==> src/design/cfcr_pkg.sv <==
`default_nettype none

package cfcr_pkg;

  localparam int unsigned LenW = 14;

  typedef enum logic [2:0] {
    MODE_IDLE   = 3'd0,
    MODE_PASS   = 3'd1,
    MODE_NORMAL = 3'd2,
    MODE_ONLINE = 3'd3,
    MODE_UPDATE = 3'd4
  } op_mode_e;

  localparam logic [15:0] CrcPoly = 16'h1021;
  localparam logic [15:0] CrcInit = 16'hFFFF;

  localparam logic [6:0] CmdPass   = 7'h0B;
  localparam logic [6:0] CmdNormal = 7'h0F;
  localparam logic [6:0] CmdOnline = 7'h1F;
  localparam logic [6:0] CmdUpdate = 7'h71;
  localparam logic [7:0] CmdPassAck = 8'h0B;
  localparam logic [7:0] CmdToIdle  = 8'h1B;
  localparam logic [7:0] CmdLocalN  = 8'h0F;
  localparam logic [7:0] CmdLocalO  = 8'h1F;

  localparam logic [LenW-1:0] LenCmd    = 14'd2;
  localparam logic [LenW-1:0] LenUpdate = 14'd6;
  localparam logic [LenW-1:0] LenMinLong = 14'd3;

  typedef struct packed {
    logic       func;
    logic [7:0] rx_byte;
    logic       frame_first;
  } in_item_t;

  typedef struct packed {
    logic       ack_valid;
    logic [7:0] ack_cmd;
    logic       ack_error;
    logic       forward_frame;
    logic       crc_error;
    op_mode_e   new_mode;
  } out_item_t;

  // msb-first crc-16 step over one byte
  function automatic logic [15:0] crc_byte(input logic [15:0] crc, input logic [7:0] b);
    logic [15:0] c;
    c = crc ^ {b, 8'h00};
    for (int k = 0; k < 8; k++) begin
      if (c[15]) begin
        c = {c[14:0], 1'b0} ^ CrcPoly;
      end else begin
        c = {c[14:0], 1'b0};
      end
    end
    return c;
  endfunction

  // update-mode key bytes at frame positions 2..5
  function automatic logic [7:0] magic_byte(input logic [1:0] sel);
    logic [7:0] m;
    unique case (sel)
      2'd0:    m = 8'hA0;
      2'd1:    m = 8'hA0;
      2'd2:    m = 8'h50;
      default: m = 8'h50;
    endcase
    return m;
  endfunction

endpackage

`default_nettype wire

==> src/design/cfcr_if.sv <==
`default_nettype none

interface cfcr_in_if;
  logic                valid;
  logic                ready;
  cfcr_pkg::in_item_t  data;
  modport source (output valid, output data, input ready);
  modport sink   (input valid, input data, output ready);
endinterface

interface cfcr_out_if;
  logic                valid;
  logic                ready;
  cfcr_pkg::out_item_t data;
  modport source (output valid, output data, input ready);
  modport sink   (input valid, input data, output ready);
endinterface

`default_nettype wire

==> src/design/crc_framed_command_receiver.sv <==
`default_nettype none

// channel | dir | payload                                             | handshake
// in_i    | in  | func, rx_byte, frame_first                          | valid/ready
// out_o   | out | ack_valid, ack_cmd, ack_error, forward_frame,       | valid/ready
//         |     | crc_error, new_mode                                 |
//
// one beat per cycle when not stalled; a result is in the output register in the
// cycle after the beat that completes a frame (or a return request). the crc step
// for a byte is one unrolled 8-bit update between the frame state registers.
// reset (rst_ni low, async) puts the block in idle mode with no frame in progress.
// input is stalled only while a result waits in the output register and out_o.ready
// is low.

module crc_framed_command_receiver (
  input  wire logic         clk_i,
  input  wire logic         rst_ni,
  cfcr_in_if.sink           in_i,
  cfcr_out_if.source        out_o
);

  localparam int unsigned LenW = cfcr_pkg::LenW;

  cfcr_pkg::op_mode_e mode_q, mode_d;
  logic               active_q, active_d;
  logic [LenW-1:0]    idx_q, idx_d;
  logic [LenW-1:0]    len_q, len_d;
  logic               lh_q, lh_d;
  logic [7:0]         cmd_q, cmd_d;
  logic [15:0]        crc_q, crc_d;
  logic [7:0]         h0_q, h0_d, h1_q, h1_d;
  logic               magic_q, magic_d;

  logic                out_vld_q, out_vld_d;
  cfcr_pkg::out_item_t out_q, out_d;

  logic accept;
  logic res_vld;
  cfcr_pkg::out_item_t res;

  // frame state as seen by this beat (a first byte restarts everything)
  logic            e_act, e_lh, e_magic;
  logic [LenW-1:0] e_idx, e_len;
  logic [7:0]      e_cmd, e_h0, e_h1;
  logic [15:0]     e_crc, fin;
  logic            len_known, done, crc_bad;
  logic [7:0]      b;
  logic [1:0]      msel;

  assign in_i.ready  = !out_vld_q || out_o.ready;
  assign accept      = in_i.valid && in_i.ready;
  assign out_o.valid = out_vld_q;
  assign out_o.data  = out_q;

  always_comb begin
    logic first;
    first   = in_i.data.frame_first;
    b       = in_i.data.rx_byte;
    e_act   = first || active_q;
    e_idx   = first ? '0 : idx_q;
    e_len   = first ? '0 : len_q;
    e_lh    = first ? 1'b0 : lh_q;
    e_cmd   = first ? 8'h00 : cmd_q;
    e_crc   = first ? cfcr_pkg::CrcInit : crc_q;
    e_h0    = first ? 8'h00 : h0_q;
    e_h1    = first ? 8'h00 : h1_q;
    e_magic = first ? 1'b1 : magic_q;
    msel    = e_idx[1:0] - 2'd2;

    mode_d   = mode_q;
    active_d = active_q;
    idx_d    = idx_q;
    len_d    = len_q;
    lh_d     = lh_q;
    cmd_d    = cmd_q;
    crc_d    = crc_q;
    h0_d     = h0_q;
    h1_d     = h1_q;
    magic_d  = magic_q;
    res_vld  = 1'b0;
    res      = '0;
    len_known = 1'b0;
    done      = 1'b0;
    fin       = '0;
    crc_bad   = 1'b0;

    if (accept) begin
      if (in_i.data.func) begin
        if (mode_q == cfcr_pkg::MODE_NORMAL || mode_q == cfcr_pkg::MODE_ONLINE) begin
          mode_d  = cfcr_pkg::MODE_IDLE;
          res_vld = 1'b1;
          res.new_mode = cfcr_pkg::MODE_IDLE;
        end
      end else if (e_act) begin
        active_d = 1'b1;
        len_d    = e_len;
        lh_d     = e_lh;
        cmd_d    = e_cmd;
        crc_d    = (e_idx >= LenW'(2)) ? cfcr_pkg::crc_byte(e_crc, e_h0) : e_crc;
        h0_d     = e_h1;
        h1_d     = b;
        magic_d  = e_magic && !(e_idx >= LenW'(2) && e_idx <= LenW'(5) &&
                                b != cfcr_pkg::magic_byte(msel));
        idx_d    = e_idx + LenW'(1);

        if (e_idx == '0) begin
          lh_d = b[7];
          if (b[7]) begin
            len_d = {b[6:0], 7'd0};
          end else begin
            len_d = {7'd0, b[6:0]};
            if (b[6:0] < 7'd2) active_d = 1'b0;
          end
        end else if (e_idx == LenW'(1)) begin
          if (e_lh) begin
            len_d = {e_len[LenW-1:7], b[6:0]};
            if ({e_len[LenW-1:7], b[6:0]} < cfcr_pkg::LenMinLong) active_d = 1'b0;
          end else begin
            cmd_d = b;
          end
        end else if (e_idx == LenW'(2) && e_lh) begin
          cmd_d = b;
        end

        len_known = lh_d ? (e_idx >= LenW'(1)) : 1'b1;
        done      = active_d && len_known && (idx_d == len_d);

        if (done) begin
          active_d = 1'b0;
          fin      = ~crc_d;
          crc_bad  = cmd_d[7] && (fin[15:8] != h0_d || fin[7:0] != h1_d);
          res.new_mode = mode_q;
          priority if (mode_q != cfcr_pkg::MODE_IDLE && mode_q != cfcr_pkg::MODE_PASS) begin
            res_vld = 1'b0;
          end else if (crc_bad) begin
            res_vld = 1'b1;
            res.crc_error = 1'b1;
          end else if (mode_q == cfcr_pkg::MODE_IDLE) begin
            res_vld       = 1'b1;
            res.ack_valid = 1'b1;
            res.ack_cmd   = cmd_d;
            priority if (cmd_d[6:0] == cfcr_pkg::CmdPass && len_d == cfcr_pkg::LenCmd) begin
              mode_d = cfcr_pkg::MODE_PASS;
            end else if (cmd_d[6:0] == cfcr_pkg::CmdNormal && len_d == cfcr_pkg::LenCmd) begin
              mode_d = cfcr_pkg::MODE_NORMAL;
            end else if (cmd_d[6:0] == cfcr_pkg::CmdOnline && len_d == cfcr_pkg::LenCmd) begin
              mode_d = cfcr_pkg::MODE_ONLINE;
            end else if (cmd_d[6:0] == cfcr_pkg::CmdUpdate && len_d == cfcr_pkg::LenUpdate &&
                         magic_d) begin
              mode_d = cfcr_pkg::MODE_UPDATE;
            end else begin
              res.ack_error = 1'b1;
            end
            res.new_mode = mode_d;
          end else begin
            // passthrough: a few commands are handled or dropped here, the rest go across
            priority if (cmd_d == cfcr_pkg::CmdToIdle && len_d == cfcr_pkg::LenCmd) begin
              mode_d        = cfcr_pkg::MODE_IDLE;
              res_vld       = 1'b1;
              res.ack_valid = 1'b1;
              res.ack_cmd   = cmd_d;
              res.new_mode  = cfcr_pkg::MODE_IDLE;
            end else if (cmd_d == cfcr_pkg::CmdPassAck && len_d == cfcr_pkg::LenCmd) begin
              res_vld       = 1'b1;
              res.ack_valid = 1'b1;
              res.ack_cmd   = cmd_d;
            end else if (cmd_d == cfcr_pkg::CmdPassAck || cmd_d == cfcr_pkg::CmdToIdle ||
                         cmd_d == cfcr_pkg::CmdLocalN || cmd_d == cfcr_pkg::CmdLocalO) begin
              res_vld = 1'b0;
            end else begin
              res_vld           = 1'b1;
              res.forward_frame = 1'b1;
            end
          end
        end
      end
    end

    out_vld_d = out_vld_q;
    out_d     = out_q;
    if (out_o.ready) out_vld_d = 1'b0;
    if (res_vld) begin
      out_vld_d = 1'b1;
      out_d     = res;
    end
  end

  always_ff @(posedge clk_i or negedge rst_ni) begin
    if (!rst_ni) begin
      mode_q    <= cfcr_pkg::MODE_IDLE;
      active_q  <= 1'b0;
      idx_q     <= '0;
      len_q     <= '0;
      lh_q      <= 1'b0;
      cmd_q     <= 8'h00;
      crc_q     <= cfcr_pkg::CrcInit;
      h0_q      <= 8'h00;
      h1_q      <= 8'h00;
      magic_q   <= 1'b1;
      out_vld_q <= 1'b0;
    end else begin
      mode_q    <= mode_d;
      active_q  <= active_d;
      idx_q     <= idx_d;
      len_q     <= len_d;
      lh_q      <= lh_d;
      cmd_q     <= cmd_d;
      crc_q     <= crc_d;
      h0_q      <= h0_d;
      h1_q      <= h1_d;
      magic_q   <= magic_d;
      out_vld_q <= out_vld_d;
    end
  end

  always_ff @(posedge clk_i) begin
    out_q <= out_d;
  end

endmodule

`default_nettype wire
==> src/flat_wrapper.sv <==
// flat-port wrapper written by rule: the top's interface ports become plain ports
module crc_framed_command_receiver_flat 
  (clk_i, rst_ni, in_i_valid, in_i_data, in_i_ready, out_o_valid, out_o_data, out_o_ready);
  cfcr_in_if in_i_i ();
  cfcr_out_if out_o_i ();
  input  wire logic clk_i;
  input  wire logic rst_ni;
  input wire logic [$bits(in_i_i.valid)-1:0] in_i_valid;
  input wire logic [$bits(in_i_i.data)-1:0] in_i_data;
  output wire logic [$bits(in_i_i.ready)-1:0] in_i_ready;
  output wire logic [$bits(out_o_i.valid)-1:0] out_o_valid;
  output wire logic [$bits(out_o_i.data)-1:0] out_o_data;
  input wire logic [$bits(out_o_i.ready)-1:0] out_o_ready;
  assign in_i_i.valid = in_i_valid;
  assign in_i_i.data = in_i_data;
  assign in_i_ready = in_i_i.ready;
  assign out_o_valid = out_o_i.valid;
  assign out_o_data = out_o_i.data;
  assign out_o_i.ready = out_o_ready;
  crc_framed_command_receiver u_core (.clk_i(clk_i), .rst_ni(rst_ni), .in_i(in_i_i), .out_o(out_o_i));
endmodule
==> config.mk <==
export PLATFORM = sky130hd
export DESIGN_NAME = crc_framed_command_receiver_flat
export DESIGN_NICKNAME = d
export VERILOG_FILES = /design/src/design/cfcr_pkg.sv /design/src/design/cfcr_if.sv /design/src/design/crc_framed_command_receiver.sv /design/src/flat_wrapper.sv
export SDC_FILE = /design/constraint.sdc
export NUM_CORES = 1
export LEC_CHECK = 0
export BUFFER_PORTS_ARGS = -buffer_cell sky130_fd_sc_hd__buf_4
export CORE_MARGIN = 4
export CORE_UTILIZATION = 48
export DETAILED_ROUTE_END_ITERATION = 12
export PLACE_DENSITY = 0.73
export SLEW_MARGIN = 20
export SYNTH_ARGS = -nofsm -noshare
export SYNTH_HDL_FRONTEND = slang
export SYNTH_SLANG_ARGS = --single-unit
==> constraint.sdc <==
create_clock -name clk_i -period 10.55 [get_ports clk_i]
set_clock_uncertainty 0.15 [all_clocks]
set_input_delay 1.5825 -clock clk_i [delete_from_list [all_inputs] [get_ports clk_i]]
set_output_delay 1.5825 -clock clk_i [all_outputs]
set_load 0.005 [all_outputs]
# After elaboration in Yosys (flattened, before gate mapping)

Index checks and enable logic that the tools add are counted.

Add/sub/neg operators: 2
Order comparisons: 5
Eq/ne operators: 22
Mux-type cells: 105
Bitwise gates (word level): 15
Reduce and logical (&&, ||, !) cells: 40

Operator list:

| operator                                             | count |
|---|---|
| two-way mux 16 bit                                   | 26 |
| two-way mux 8 bit                                    | 14 |
| two-way mux 13 bit                                   | 8 |
| two-way mux 14 bit                                   | 7 |
| two-way mux 3 bit                                    | 13 |
| two-way mux 1 bit                                    | 32 |
| equality test 14 x 2 -> 1 bit, second input constant | 2 |
| two-way mux 9 bit                                    | 3 |
| != test 8 bit                                        | 3 |
| NOT 3 bit                                            | 8 |
| equality test 8 x 4 -> 1 bit, second input constant  | 2 |
| equality test 8 x 5 -> 1 bit, second input constant  | 2 |
| logical AND 1 bit                                    | 16 |
| NOT 16 bit                                           | 1 |
| bitwise XOR 16 bit                                   | 1 |
| adder 14 x 1 -> 14 bit, second input constant        | 1 |
| equality test 14 x 1 -> 1 bit, second input constant | 1 |
| equality test 14 bit                                 | 1 |
| equality test 14 x 3 -> 1 bit, second input constant | 1 |
| equality test 7 x 4 -> 1 bit, second input constant  | 2 |
| >= comparator 14 x 1 -> 1 bit, second input constant | 1 |
| >= comparator 14 x 2 -> 1 bit, second input constant | 1 |
| <= comparator 14 x 3 -> 1 bit, second input constant | 1 |
| zero test 14 bit                                     | 1 |
| 26 further kinds                                     | 41 |

Flip-flop bits (word level): 90
Input port bits: 14
Output and inout port bits: 17
Word-level logic and storage cells: 206

# Longest topological paths before layout

Gate-level depths: netlist of run 1.

Depth after elaboration: 54
Depth in mapped cells: 17
Depth with buffers taken out: 14

# Least setup slack after synthesis of run 1

No wires, ideal clock.

Path type: input to register
Start: in in_i_data[0]
End: reg u_core.out_q, in the netlist u_core.out_o.data[0], enable pin
Setup time: 0.396 ns
Arrival time: 5.763 ns
Required time: 10.004 ns
Slack: 4.241 ns
Cell stages on the path: 14
Buffers on the path: 3
Cell sequence: buf_2 clkbuf_1 clkbuf_1 nand2b_1 ha_1 or3b_2 nor4_4 a211oi_2 nand2_2 nand2_1 a2111o_1 nor4_4 nand3_1 a22oi_1

Longest elaborated chain between the ends: 47
Elaborated cells on any way between the ends: 111
Classes of those cells: 1 x add/sub; 3 x order compare; 10 x eq/ne; 75 x mux; 10 x bitwise; 12 x reduce/logical

Ends and longest elaborated chain:

| element                | RTL line                           | RTL |
|---|---|---|
| start: declaration     | flat_wrapper.sv:9                  | `input wire logic [$bits(in_i_i.data)-1:0] in_i_data;` |
| two-way mux 16 bit     | crc_framed_command_receiver.sv:64  | `e_crc = first ? cfcr_pkg::CrcInit : crc_q;` |
| bitwise XOR 16 bit     | cfcr_pkg.sv:49                     | `c = crc ^ {b, 8'h00};` |
| NOT 3 bit (no line)    | -                                  |  |
| two-way mux 13 bit     | cfcr_pkg.sv:51                     | `if (c[15]) begin` |
| two-way mux 16 bit     | crc_framed_command_receiver.sv:94  | `end else if (e_act) begin` |
| two-way mux 16 bit     | crc_framed_command_receiver.sv:88  | `if (in_i.data.func) begin` |
| two-way mux 16 bit     | crc_framed_command_receiver.sv:87  | `if (accept) begin` |
| two-way mux 13 bit     | cfcr_pkg.sv:51                     |  |
| [31 not listed]        | -                                  |  |
| logical OR 1 bit       | crc_framed_command_receiver.sv:131 | `crc_bad = cmd_d[7] && (fin[15:8] != h0_d \|\| fin[7:0] != h1_d);` |
| logical AND 1 bit      | crc_framed_command_receiver.sv:131 |  |
| two-way mux 1 bit      | crc_framed_command_receiver.sv:135 | `end else if (crc_bad) begin` |
| two-way mux 1 bit      | crc_framed_command_receiver.sv:133 | `priority if (mode_q != cfcr_pkg::MODE_IDLE && mode_q != cfcr_pkg::MODE_PASS) begin` |
| two-way mux 1 bit      | crc_framed_command_receiver.sv:128 | `if (done) begin` |
| two-way mux 1 bit *    | crc_framed_command_receiver.sv:94  |  |
| two-way mux 1 bit *    | crc_framed_command_receiver.sv:88  |  |
| two-way mux 1 bit *    | crc_framed_command_receiver.sv:87  |  |
| end signal: assignment | crc_framed_command_receiver.sv:217 | `out_q <= out_d;` |
| end: declaration       | crc_framed_command_receiver.sv:35  | `cfcr_pkg::out_item_t out_q, out_d;` |

Mark *: on every way between the ends. The rest lies on a longest branch, timed or not. The select of a mux whose other input is x is not followed.
A chain may end at the register's enable or synchronous reset.

# Worst setup path in the final report of run 1

Start: in in_i_data[0]
End: reg u_core.out_q, in the netlist u_core.out_o.data[11], enable pin

The elaborated chain is that of the path after synthesis.

==> reports/qor.yml, run 1 <==
status:
  status: "finished, final reports clean"
yosys:
  syn_area_mm2: 0.006117
  synth_enable_flop_cells: 15
  synth.avg_cell_area_um2: 8.943
  synth_top_area_cell: "dfrtp_1"
  ys_seq_area_frac: 0.3839
  synthTopCellsByArea: "dfrtp_1 (24%), edfxtp_1 (7.4%), dfstp_2 (7.3%), nand2_1 (6.5%), xnor2_1 (5.0%)"
  ys_types: 87
  yosysWarnings: 0
  synth_fp_nets: 702
  synth_top_area_frac: 0.2373
  syn_inst: 684
  ys_async_sr_fraction: 0.8333
  synthFlopType: "dfrtp_1"
  ys_ff_latch: 90
cts:
  clk_latency_ns: 0.36
  ctsHoldBuffers: 0
  htree_levels: 3
  cts_resized: 0
  clkSlewWorstSetupHoldPaths_ns: 0.07
  cts_buffers: 9
  cts_buffer_depth: 2
  root_buffer: "clkbuf_16"
  post_cts_buffers: 0
  cts_tree: "yes"
  cts_sinks: 90
die:
  fp.dieW_um: 120.9
  dieArea_mm2: 0.01461
  start_util: 0.4989
  die_y_um: 120.9
  io_pins: 31
  core_mm2: 0.01226
  rows: 40
routing:
  top_layer: "met4"
  routed_via_density: 6.432
  wl_met2_um: 7982
  met3_length_um: 1280
  wl_met1_um: 7924
  wl_per_cell_um: 20.74
  routed_wl_um: 17850
  route.detailed.drc: 0
  drt_iter0_drc: 685
  firstDrtPassIters: 6
  ant_nets: 0
  vias: 5538
setup_path:
  timing.setup.critical_path_class: "input port to register"
  cp_cell_sequence: "buf_4 > clkinv_1 > nand2_1 > ha_1 > or3b_2 > nor4_4 > o211ai_1 > and3_1 > nor4b_1 > nand3_1 > nor4_4 > nand3_1 > a22oi_1 > buf_4"
  slowest_delay_ns: 0.64
  cp_data_arrival_time_ns: 5.87
  endpoint_kind: "register"
  rr_worst_depth: 12
  crit_buf_inv: 3
  crit_fanout: 53
  r2r_setup_slack_ns: 5.98
  r2r_end: "u_core.out_o.data[11]"
  crit_required_ns: 10.45
  startpoint_type: "input port"
  worst_path_max_delay_cell: "nor4b_1"
  r2r-start: "u_core.idx_q[1]"
  cp_top_family: "simple AND/OR/NAND/NOR gates"
hold_path:
  hold_path_depth: 2
  hp-start: "u_core.cmd_q[6]"
  worstHoldEndpoint: "u_core.cmd_q[6]"
  hold_path_class: "register to register"
grt:
  antenna_found_initial: 0
  track_usage: 0.2535
  grt-ovfl-total: 0
  grt_pass1_vias: 5301
  grt_pass1_wl_um: 29120
  grt_max_degree: 77
finish:
  drive_above_1_share: 0.1457
  nets: 706
  fillerInstances: 1139
  antennaDiodeCount: 0
  post_layout_nonfiller_instances: 861
  areaGrowthSynthToFinish_pct: 9.982
sta:
  rsz0062_at_grt: "no"
  max_slew_margin: 0.3370
  fmax_ghz: 0.1674
  timing.setup.tns_ns: 0
  setup_viol: 0
  period_share: 0.5662
  slew_violations: 0
  layout_min_cycle_time_ns: 5.973
  tightest_slew_ns: 0.9945
  finalHoldViolCount: 0
job:
  cap_violations: 0
placed_design:
  dp_hpwl_um: 12490
  gp_congestion: 0.9849
  dp.cells: 845
  io_buffers: 30
power:
  p_leak_uw: 0.002710
  cellPowerDensity_mw_per_mm2: 225.2
  ir_drop_uv: 90.66
-- cell families after synthesis --
family | Yosys count | synth area share
and+or+nand+nor | 260 | 0.2293
xor gates and xnor gates | 51 | 0.08018
AOI/OAI and AO/OA | 210 | 0.2399
adders and majority gates | 4 | 0.008182
DFF | 90 | 0.3839
buffers and inverters | 56 | 0.03661
muxes | 13 | 0.02189
-- cell usage in the layout (no fill, tap or decap), types with 5 or more instances in the layout --
cell type,netlist,routed
a211oi_1,8,8
a21o_1,6,6
a21oi_1,36,36
a221oi_1,5,5
a22o_1,11,11
a22oi_1,6,6
a31oi_1,7,7
and2_1,10,10
and3_1,9,9
buf_4,0,34
clkbuf_16,0,9
dfrtp_1,58,58
dfstp_2,17,17
edfxtp_1,15,15
inv_1,13,13
mux2i_1,10,10
nand2_1,106,106
nand2b_1,7,7
nand3_1,18,18
nand4_1,10,10
nor2_1,25,25
nor2b_1,11,11
nor3_1,17,17
o211ai_1,13,13
o21ai_0,55,54
o22ai_1,8,8
o31ai_1,6,6
or4_1,7,7
xnor2_1,35,35
xor2_1,12,12
-- final cells by class --
class	count	area, um^2	area share
Multi-Input combinational cell	538	3556	0.5285
Sequential cell	90	2349	0.3491
Timing Repair Buffer	34	255.2	0.03794
Clock buffer	9	225.2	0.03348
Tap cell	168	210.2	0.03124
Clock inverter	7	76.32	0.01134
Inverter	15	56.30	0.008369
-- cell usage after synthesis (8+ instances only) --
| cell type | number |
|---|---|
| xor2_1 | 12 |
| nand4_1 | 10 |
| dfrtp_1 | 58 |
| mux2i_1 | 10 |
| nor3_1 | 17 |
| o211ai_1 | 13 |
| buf_1 | 8 |
| and3_1 | 9 |
| dfstp_2 | 17 |
| nor2_1 | 25 |
| xnor2_1 | 35 |
| clkbuf_1 | 27 |
| o22ai_1 | 8 |
| nand3_1 | 18 |
| o21ai_0 | 55 |
| nor2b_1 | 11 |
| and2_1 | 10 |
| a21oi_1 | 36 |
| a22o_1 | 11 |
| edfxtp_1 | 15 |
| inv_1 | 13 |
| nand2_1 | 106 |
| a211oi_1 | 8 |
-- state kept, by name, summed over array words and instances, names as in the netlist --
name,cells
u_core.h1_q,8
u_core.lh_q,1
u_core.out_o.data,15
u_core.h0_q,8
u_core.len_q,14
u_core.active_q,1
u_core.crc_q,16
u_core.magic_q,1
u_core.mode_q,3
u_core.idx_q,14
u_core.cmd_q,8
u_core.out_o.valid,1
-- tightest hold or removal path: stages (launching register included) --
cell and delay [ns]:
dfrtp_1 0.35, nand2_1 0.05, nand2_1 0.06
-- layer usage --
| metal | track usage | vias up |
|---|---|---|
| met4 | 0.1190 | 0 |
| met3 | 0.04429 | 65 |
| li1 | - | 2531 |
| met2 | 0.3734 | 268 |
| met1 | 0.3621 | 2674 |
| met5 | 0 | - |
-- how the worst max path moves through the flow --
stage,startpoint,depth (start not counted),end
2_1_floorplan,in_i_data[0],14,u_core.out_o.data[0]
3_3_place_gp,in_i_data[0],14,u_core.out_o.data[6]
3_5_place_dp,in_i_data[0],14,u_core.out_o.data[6]
4_1_cts,in_i_data[0],14,u_core.out_o.data[12]
5_1_grt,in_i_data[0],14,u_core.out_o.data[6]
6_report,in_i_data[0],14,u_core.out_o.data[11]
-- power breakdown --
group | switching (uW) | total (uW) | internal [uW]
sequential | 85.5 | 533 | 447
clock | 148 | 333 | 185
combinational | 370 | 649 | 279
-- metrics by stage --
stage / worst slack (ns) / area, um^2 / power, uW / util / hold WS (ns)
after detailed placement: 4.309 / 6426 / 1168 / 0.5241 / 0.3204
after floorplan: 4.241 / 6117 / 1022 / - / 0.2918
final: 4.577 / 6728 / 1515 / 0.5487 / 0.3405
after CTS: 4.681 / 6728 / 1509 / 0.5487 / 0.3396
after global routing: 4.250 / 6728 / 1605 / 0.5487 / 0.3696
after global placement: 4.478 / 6426 / 1155 / 0.5241 / 0.3115
Note: power is estimated with default switching activity, not from simulation.
==> inputs of run 2 (changes only) <==
PLACE_DENSITY = 0.75   (was 0.73)
clock period = 5 ns   (was 10.55 ns; I/O delays follow)
==> run 2 against run 1 <==
  * Via count up 0.45%
  * Sequential power is 110% higher
  * Critical path depth did not move
  * Utilization increased by 1.0 points
  * Die area stayed put
  * Critical endpoint is now u_core.out_o.data[7]
  * Largest cell class unchanged
  * Largest power group unchanged
==> reports/qor.yml, run 2 (synthesized netlist as in run 1, its figures left out) <==
power:
  ir_drop_uv: 202.2
  cellPowerDensity_mw_per_mm2: 479.6
  p_leak_uw: 0.002774
routing:
  routed_via_density: 6.409
  drt_iter0_drc: 700
  wl_per_cell_um: 20.22
  route.detailed.drc: 0
  ant_nets: 0
  routed_wl_um: 17550
  vias: 5563
  firstDrtPassIters: 6
finish:
  areaGrowthSynthToFinish_pct: 12.01
  drive_above_1_share: 0.1600
  top_register: "u_core.crc_q"
  layout_common_cells: "nand2_1 (105), dfrtp_1 (58), o21ai_0 (54), buf_4 (41), a21oi_1 (36)"
  antennaDiodeCount: 0
  fin_util: 0.5588
  largest_register_ffs: 16
  fillerInstances: 1101
  nets: 713
  layout_commonest_cell: "nand2_1"
status:
  status: "finished, final reports clean"
sta:
  tightest_slew_ns: 0.9652
  rsz0062_at_grt: "no"
  setup_viol: 0
  finalHoldViolCount: 0
  slew_violations: 0
  timing.setup.tns_ns: 0
  fmax_ghz: 0.2268
  layout_min_cycle_time_ns: 4.409
  period_share: 0.8819
  max_slew_margin: 0.3565
setup_path:
  endpoint_kind: "register"
  timing.setup.critical_path_class: "input port to register"
  crit_required_ns: 4.89
  crit_fanout: 16
  startpoint_type: "input port"
  cp_data_arrival_time_ns: 4.30
cts:
  htree_levels: 3
  clkSlewWorstSetupHoldPaths_ns: 0.06
  clk_latency_ns: 0.35
  cts_tree: "yes"
  cts_buffers: 9
  cts_sinks: 90
  cts_resized: 0
  ctsHoldBuffers: 0
  post_cts_buffers: 0
  cts_buffer_depth: 2
  root_buffer: "clkbuf_16"
grt:
  grt_pass1_vias: 5455
  grt_max_degree: 77
  grt_pass1_wl_um: 28810
  track_usage: 0.2499
  antenna_found_initial: 0
  grt-ovfl-total: 0
placed_design:
  gp_congestion: 1.038
  dp_hpwl_um: 12450
  io_buffers: 30
die:
  die_y_um: 120.9
  io_pins: 31
  start_util: 0.4989
  core_mm2: 0.01226
  fp.dieW_um: 120.9
  rows: 40
  dieArea_mm2: 0.01461
hold_path:
  hold_path_class: "register to register"
job:
  cap_violations: 0
## run 2: final timing paths
check	depth (start not counted)	start	slack, ns	endpoint
hold reg to reg	2	u_core.len_q[4]	0.33	u_core.len_q[4]
setup reg to reg	10	u_core.idx_q[7]	0.68	u_core.out_o.data[6]
max in group asynchronous	1	rst_ni	3.68	u_core.h0_q[4]
hold / removal	2	u_core.len_q[4]	0.33	u_core.len_q[4]
min in group asynchronous	1	rst_ni	0.41	u_core.idx_q[13]
setup / recovery	14	in_i_data[0]	0.59	u_core.out_o.data[7]
## run 2: stage by stage
stage / std cells / hold slack, ns / cell area (um^2) / worst slack (ns) / total power (uW)
2_1_floorplan: 684 / 0.2918 / 6156 / 0.0004174 / 2166
3_3_place_gp: 852 / 0.3172 / 6510 / 0.4216 / 2445
3_5_place_dp: 852 / 0.3251 / 6510 / 0.3102 / 2477
4_1_cts: 868 / 0.3401 / 6852 / 0.6717 / 3277
5_1_grt: 868 / 0.3566 / 6852 / 0.5009 / 3482
6_report: 868 / 0.3340 / 6852 / 0.5907 / 3286
## run 2: power by group
part	leakage, uW	switching [uW]	internal (uW)
registers	0.00111	177	944
clock network	0.000167	289	488
logic	0.00149	785	603
## run 2: critical path: stages
cell,delay [ns]
buf_4,0.11
nand2b_2,0.18
ha_4,0.20
or3b_2,0.51
nor4_4,0.60
o211ai_1,0.19
and3_1,0.21
nor4b_1,0.40
buf_4,0.19
nand3_1,0.12
nor4_4,0.20
nand3_1,0.19
a22oi_2,0.19
buf_4,0.26
## run 2: layout make-up
type | instances | area [um^2] | area share
Clock inverter | 7 | 116.4 | 0.01698
Tap cell | 168 | 210.2 | 0.03068
Sequential cell | 90 | 2349 | 0.3428
Timing Repair Buffer | 41 | 307.8 | 0.04492
Multi-Input combinational cell | 538 | 3586 | 0.5234
Clock buffer | 9 | 225.2 | 0.03287
Inverter | 15 | 57.56 | 0.008400
## run 2: layer usage
metal  vias up  global-route usage  part of all wire
met1      2726              0.3384              0.43
met2       250              0.3876              0.47
li1       2551                   -                 -
met5         -                   0                 0
met4         0              0.1147             0.023
met3        36             0.04755             0.076
